## config.mk

```make
export PLATFORM = sky130hd
export DESIGN_NAME = pce_accum
export DESIGN_NICKNAME = d
export VERILOG_FILES = /design/src/rtl/pce_pkg.sv /design/src/rtl/pce_accum.sv
export SDC_FILE = /design/constraint.sdc
export NUM_CORES = 2
export LEC_CHECK = 0
export BUFFER_PORTS_ARGS = -buffer_cell sky130_fd_sc_hd__buf_2
export CORE_UTILIZATION = 38
export DETAILED_ROUTE_END_ITERATION = 8
export GPL_TIMING_DRIVEN = 0
export PLACE_DENSITY = 0.64
export SLEW_MARGIN = 10
export SYNTH_ARGS = -nofsm -noshare
export SYNTH_HDL_FRONTEND = slang
export SYNTH_SLANG_ARGS = --single-unit
```

## constraint.sdc

```tcl
create_clock -name clk -period 27.9 [get_ports clk]
set_input_delay 1.395 -clock clk [delete_from_list [all_inputs] [get_ports clk]]
set_output_delay 1.395 -clock clk [all_outputs]
set_load 0.03 [all_outputs]
```

## src/rtl/pce_pkg.sv

```systemverilog
// ----------------------------------------------------------------------------
// pce_pkg
// Shared types and constants for the correlation engine: arithmetic unit
// commands, sequencer states, mode, register and status codes.
// ----------------------------------------------------------------------------
package pce_pkg;

	localparam int COEF_W   = 32;
	localparam int STATUS_W = 2;
	localparam int PAIRS_W  = 13;
	localparam int MODE_W   = 2;
	localparam int LAG_W    = 8;
	localparam int CFG_W    = 8;
	localparam int STEP_W   = 8;

	localparam logic [MODE_W-1:0] MODE_CORR = 2'd0;
	localparam logic [MODE_W-1:0] MODE_RSQ  = 2'd1;
	localparam logic [MODE_W-1:0] MODE_AUTO = 2'd2;

	localparam logic REG_MODE = 1'b0;
	localparam logic REG_LAG  = 1'b1;

	localparam logic [STATUS_W-1:0] STAT_OK   = 2'd0;
	localparam logic [STATUS_W-1:0] STAT_ZVAR = 2'd1;
	localparam logic [STATUS_W-1:0] STAT_FEW  = 2'd2;
	localparam logic [STATUS_W-1:0] STAT_OVF  = 2'd3;

	typedef enum logic [1:0] {
		ALU_MAC,
		ALU_DIV,
		ALU_SQRT
	} alu_op_t;

	typedef struct packed {
		logic              start;
		alu_op_t           op;
		logic              neg;
		logic [STEP_W-1:0] steps;
	} alu_cmd_t;

	typedef enum logic [3:0] {
		ST_IDLE,
		ST_ACC,
		ST_VX0,
		ST_VX1,
		ST_VY0,
		ST_VY1,
		ST_CV0,
		ST_CV1,
		ST_VAR,
		ST_COV2,
		ST_DIV,
		ST_SQRT,
		ST_OUT
	} state_t;

endpackage

```

## src/rtl/pce_accum.sv

```systemverilog
// ----------------------------------------------------------------------------
// pce_accum
// Per-word pairing, lag delay line and running sums. Each accepted word steps
// through the phase counter; a single signed multiplier forms xx, yy and xy.
// ----------------------------------------------------------------------------
module pce_accum #(
	parameter int SAMPLE_BITS = 16,
	parameter int MAX_SAMPLES = 4096,
	parameter int MAX_LAG     = 256,
	parameter int CW          = 13,
	parameter int SW1         = 29,
	parameter int SW2         = 44
) (
	input  logic                          clk,
	input  logic                          arst_n,
	input  logic                          start,
	input  logic                          clear,
	input  logic signed [SAMPLE_BITS-1:0] x_in,
	input  logic signed [SAMPLE_BITS-1:0] y_in,
	input  logic [pce_pkg::MODE_W-1:0]    mode,
	input  logic [pce_pkg::LAG_W-1:0]     lag,
	output logic                          done,
	output logic signed [SW1-1:0]         sum_x,
	output logic signed [SW1-1:0]         sum_y,
	output logic signed [SW2-1:0]         sum_xx,
	output logic signed [SW2-1:0]         sum_yy,
	output logic signed [SW2-1:0]         sum_xy,
	output logic [CW-1:0]                 pair_count,
	output logic                          overflow
);
	import pce_pkg::*;

	localparam int LW  = (MAX_LAG > 1) ? $clog2(MAX_LAG) : 1;
	localparam int VLW = $clog2(MAX_LAG + 1);
	localparam int LGW = ((LW > LAG_W) ? LW : LAG_W) + 1;

	logic signed [SAMPLE_BITS-1:0] lag_mem [MAX_LAG];
	logic signed [SAMPLE_BITS-1:0] rd_q, x_q, y_q, a_q, b_q;
	logic                          pair_q, line_q, auto_q, done_q;
	logic [2:0]                    ph_q;
	logic [CW-1:0]                 sample_count_q, pair_count_q;
	logic [LW-1:0]                 wp_q;
	logic [VLW-1:0]                valid_q;
	logic signed [SW1-1:0]         sum_x_q, sum_y_q;
	logic signed [SW2-1:0]         sum_xx_q, sum_yy_q, sum_xy_q;
	logic                          overflow_q;

	logic                              keep, is_auto, lag_ok, have, pair_d;
	logic [LGW-1:0]                    lag_x, wp_x, raddr_x;
	logic [LW-1:0]                     raddr;
	logic signed [SAMPLE_BITS-1:0]     m1, m2;
	logic signed [2*SAMPLE_BITS-1:0]   prod;

	always_comb begin
		keep    = sample_count_q < CW'(MAX_SAMPLES);
		is_auto = mode == MODE_AUTO;
		lag_x   = LGW'(lag);
		wp_x    = LGW'(wp_q);
		lag_ok  = lag_x <= LGW'(MAX_LAG - 1);
		have    = LGW'(valid_q) >= lag_x;
		raddr_x = (wp_x >= lag_x) ? wp_x - lag_x : wp_x + LGW'(MAX_LAG) - lag_x;
		raddr   = raddr_x[LW-1:0];
		pair_d  = keep && (!is_auto || lag == '0 || (lag_ok && have));
		m1      = (ph_q == 3'd3) ? b_q : a_q;
		m2      = (ph_q == 3'd2) ? a_q : b_q;
		prod    = m1 * m2;
	end

	// delay line: read the lagged entry, then push the new sample
	always_ff @(posedge clk) begin
		if (start) begin
			rd_q <= lag_mem[raddr];
			if (keep && is_auto) begin
				lag_mem[wp_q] <= x_in;
			end
		end
	end

	always_ff @(posedge clk) begin
		if (start) begin
			x_q <= x_in;
			y_q <= y_in;
		end
		if (ph_q == 3'd1) begin
			a_q <= line_q ? rd_q : x_q;
			b_q <= auto_q ? x_q : y_q;
		end
	end

	always_ff @(posedge clk or negedge arst_n) begin
		if (!arst_n) begin
			ph_q           <= '0;
			done_q         <= 1'b0;
			pair_q         <= 1'b0;
			line_q         <= 1'b0;
			auto_q         <= 1'b0;
			sample_count_q <= '0;
			pair_count_q   <= '0;
			wp_q           <= '0;
			valid_q        <= '0;
			overflow_q     <= 1'b0;
			sum_x_q        <= '0;
			sum_y_q        <= '0;
			sum_xx_q       <= '0;
			sum_yy_q       <= '0;
			sum_xy_q       <= '0;
		end else begin
			done_q <= ph_q == 3'd4;
			if (clear) begin
				sample_count_q <= '0;
				pair_count_q   <= '0;
				wp_q           <= '0;
				valid_q        <= '0;
				overflow_q     <= 1'b0;
				sum_x_q        <= '0;
				sum_y_q        <= '0;
				sum_xx_q       <= '0;
				sum_yy_q       <= '0;
				sum_xy_q       <= '0;
			end else if (start) begin
				ph_q   <= 3'd1;
				pair_q <= pair_d;
				line_q <= keep && is_auto && lag != '0;
				auto_q <= is_auto;
				if (!keep) begin
					overflow_q <= 1'b1;
				end else begin
					sample_count_q <= sample_count_q + 1'b1;
					if (is_auto) begin
						wp_q <= (wp_x == LGW'(MAX_LAG - 1)) ? '0 : wp_q + 1'b1;
						if (LGW'(valid_q) < LGW'(MAX_LAG)) begin
							valid_q <= valid_q + 1'b1;
						end
					end
				end
			end else if (ph_q != '0) begin
				ph_q <= (ph_q == 3'd4) ? '0 : ph_q + 1'b1;
				if (pair_q) begin
					unique case (ph_q)
						3'd2: begin
							sum_x_q  <= sum_x_q + SW1'(a_q);
							sum_y_q  <= sum_y_q + SW1'(b_q);
							sum_xx_q <= sum_xx_q + SW2'(prod);
						end
						3'd3: begin
							sum_yy_q <= sum_yy_q + SW2'(prod);
						end
						3'd4: begin
							sum_xy_q     <= sum_xy_q + SW2'(prod);
							pair_count_q <= pair_count_q + 1'b1;
						end
						default: begin
						end
					endcase
				end
			end
		end
	end

	assign done       = done_q;
	assign sum_x      = sum_x_q;
	assign sum_y      = sum_y_q;
	assign sum_xx     = sum_xx_q;
	assign sum_yy     = sum_yy_q;
	assign sum_xy     = sum_xy_q;
	assign pair_count = pair_count_q;
	assign overflow   = overflow_q;

endmodule

```

==> impl_metrics.tcl <==
set metrics [dict create \
    cp-startpoint "ph_q[0]$_DFFE_PN0P_" \
    grt_use_met1 0.281 \
    die_h_um 707 \
    synth_xor_area_frac 0.0103 \
    yosys.area_share.simple 0.0321 \
    cpMaxStageDelayCell "mux2i_1" \
    rsz0062_at_grt "false" \
    end_kind "register" \
    synth-seq-cells 4417 \
    clockRootBuffer "clkbuf_16" \
    vias 101068 \
    hpwl_um 375000 \
    grt_pass1_vias 100746 \
    status "finished clean" \
    critPathRequiredTime_ps 28790 \
    maxSlewHeadroom 0.0474 \
    hold_violations 0 \
    setup_viol 0 \
    initial_core_util 0.382 \
    synth_ff_type "edfxtp_1" \
    syn_to_final_growth_pct 15.3 \
    synth.top_cell.area_share 0.664 \
    grt_pass1_wl_um 753000 \
    synth_seq_area_share 0.696 \
    wl_per_cell_um 29.9 \
    post-place-ws_ps 15470 \
    vias_per_cell 5.67 \
    hp-class "in -> async" \
    async_reset_ff_frac 0.0546 \
    clk_pin_slew_ps 70 \
    grt_use_met3 0.0500 \
    grt_usage 0.209 \
    cts_buffers 422 \
    fin_worst_skew_ps 142 \
    crit_end "sum_xy[43]$_DFFE_PN0P_" \
    crit_arrival_ps 13410 \
    startpoint_type "register" \
    portBuffers 249 \
    cts.path.max_buffers 4 \
    syn_nets 10504 \
    ant_nets 0 \
    slowest_delay_ps 910 \
    fin_tns_setup_ps 0 \
    crit_type "reg -> reg" \
    placementRows 258 \
    netlist_top_cells_area "edfxtp_1, mux4_2, dfrtp_1, fa_1, ha_1" \
    muxShareOfSynthArea 0.165 \
    synth_area_leader_cell "edfxtp_1" \
    finalWirelength_um 533000 \
    grt_max_degree 130 \
    reg2reg_depth 44 \
    timing.rr.end "sum_xy[43]$_DFFE_PN0P_" \
    slew_viol_final 0 \
    whs_ps 396 \
    clk_latency_ps 1080 \
    synth_area_um2 189000 \
    grt_overflow 0 \
    worst-path-max-fanout 10 \
    synth-compound-area-share 0.0314 \
    drc 0 \
    synth_edf_count 4176 \
    tightest_slew_ps 1430 \
    htree_levels 5 \
    layout-drive-gt1-share 0.266 \
    syn_avg_cell_area_um2 19.1 \
    final.period_utilization 0.449 \
    cpMostUsedCell "a21o_1" \
    final_nets 11446 \
    routabilityCongestion 0.979 \
    ys.warnings.count 0 \
    drtIter0Drc 12687 \
    syn_inst 9892 \
    max_freq_mhz 79.9 \
    core-area_um2 494000 \
    r2r-start "ph_q[0]$_DFFE_PN0P_" \
    final_core_utilization 0.441 \
    dieArea_um2 500000 \
    grt_antenna_before_repair 46 \
    grt.busiest_layer "met2" \
    synth.distinct_cells 85 \
    gr-usage-met2 0.333 \
    fillCellCount 41688 \
    max-cap-violations 0 \
    cts_resized 0 \
    synthAdderAreaFrac 0.0481 \
    synth_top_family_by_area "multiplexers" \
    min_period_ps 12520 \
    drt-pass1-iter-count 6 \
    cts_setup_buffers 0 \
    die_w_um 707 \
    ios 251 \
    cts_tree "built" \
    setup_ws_ps 15380 \
    cts_sinks 4417 \
    ctsHoldBuffers 0 \
    reg2reg_slack_ps 15380 \
]
## worst min-delay path by stage
stage | start | end | slack, ps
2_1_floorplan | pair_q$_DFFE_PN0P_ | pair_q$_DFFE_PN0P_ | 480
3_3_place_gp | overflow$_DFFE_PN0P_ | overflow$_DFFE_PN0P_ | 490
3_5_place_dp | overflow$_DFFE_PN0P_ | overflow$_DFFE_PN0P_ | 480
4_1_cts | arst_n | sum_y[27]$_DFFE_PN0P_ | 370
5_1_grt | arst_n | sum_y[13]$_DFFE_PN0P_ | 440
6_report | arst_n | sum_y[18]$_DFFE_PN0P_ | 400
## per-stage QoR
stage / instances / cell area (um^2)
detailed placement: 17040 / 204000
global placement: 16771 / 198000
global route: 17810 / 218000
finish: 17831 / 218000
CTS: 17807 / 218000
floorplan: 9892 / 189000
## cells in the mapped netlist (all sizes together), types with 21 or more instances
library cell	number
o211ai	60
nor2b	32
mux2i	96
nor2	553
and3	40
fa	268
o21a	58
dfrtp	241
a21o	124
a211oi	33
buf	150
nand2	588
inv	354
xnor2	143
xor2	80
nand3	67
edfxtp	4176
nand4	28
nor3	23
or3	21
mux4	1280
nand2b	31
a21oi	336
clkbuf	321
o21bai	28
and2	21
o21ai	160
ha	298
mux2	124
a31oi	32
## placed cells by master, fill, tap and decap left out, types with 40 or more instances in the layout
cell type,n
a21o_1,123
a21oi_1,334
and3_1,40
buf_1,50
buf_16,48
buf_2,331
buf_8,220
bufinv_16,43
clkbuf_1,370
clkbuf_16,427
clkinv_1,94
clkinv_2,72
dfrtp_1,241
edfxtp_1,4176
fa_1,268
ha_1,298
inv_1,354
mux2_2,116
mux2i_1,93
mux4_2,1280
nand2_1,576
nand3_1,67
nor2_1,297
nor2_2,256
o211ai_1,59
o21a_1,57
o21ai_0,148
xnor2_1,125
xor2_1,76
## registers in the layout, summed over array words and instances (netlist names), 3 cells and up
name	flops
ph_q	3
sum_x	29
b_q	16
sum_y	29
valid_q	9
y_q	16
sample_count_q	13
wp_q	8
x_q	16
sum_yy	44
a_q	16
pair_count	13
lag_mem	4096
sum_xx	44
sum_xy	44
rd_q	16
## per-layer routing
metal | wire length [um] | vias up
met2 | 250000 | 5216
li1 | - | 41468
met3 | 54700 | 939
met5 | 284 | -
met4 | 22100 | 19
met1 | 206000 | 53426
## logic make-up (layout without fill, tap and decap cells)
| family | Yosys count | after routing |
|---|---|---|
| other | 0 | 24 |
| multiplexers | 1500 | 1500 |
| adder cells (fa/ha/maj) | 566 | 566 |
| XOR/XNOR | 223 | 223 |
| AND/OR/NAND/NOR | 1436 | 1436 |
| flip-flops | 4417 | 4417 |
| buffers and inverters | 825 | 2110 |
| AO/OA/AOI/OAI | 925 | 925 |
## final cells by class
class	instances	area, um^2	share of cell area
sequential	4417	131000	0.603
multi-input combinational	4650	55100	0.253
inverter	354	1330	0.00610
timing repair buffer	518	6020	0.0276
clock inverter	252	2570	0.0118
buffer	471	1930	0.00887
clock buffer	515	11100	0.0509
antenna	24	60.1	0.000276
tap	6630	8300	0.0381
## worst max-delay path: cells and delay by family (launching register included)
family	cells	cell delay (ps)
AOI/OAI and AO/OA	13	3240
xor gates and xnor gates	2	270
adders and majority gates	9	3660
buffers and inverters	11	2510
DFF	1	430
muxes	1	910
and+or+nand+nor	8	1390
Power is not shown: default switching activity piles up to over one toggle a cycle in this logic, so the estimate is an artifact.
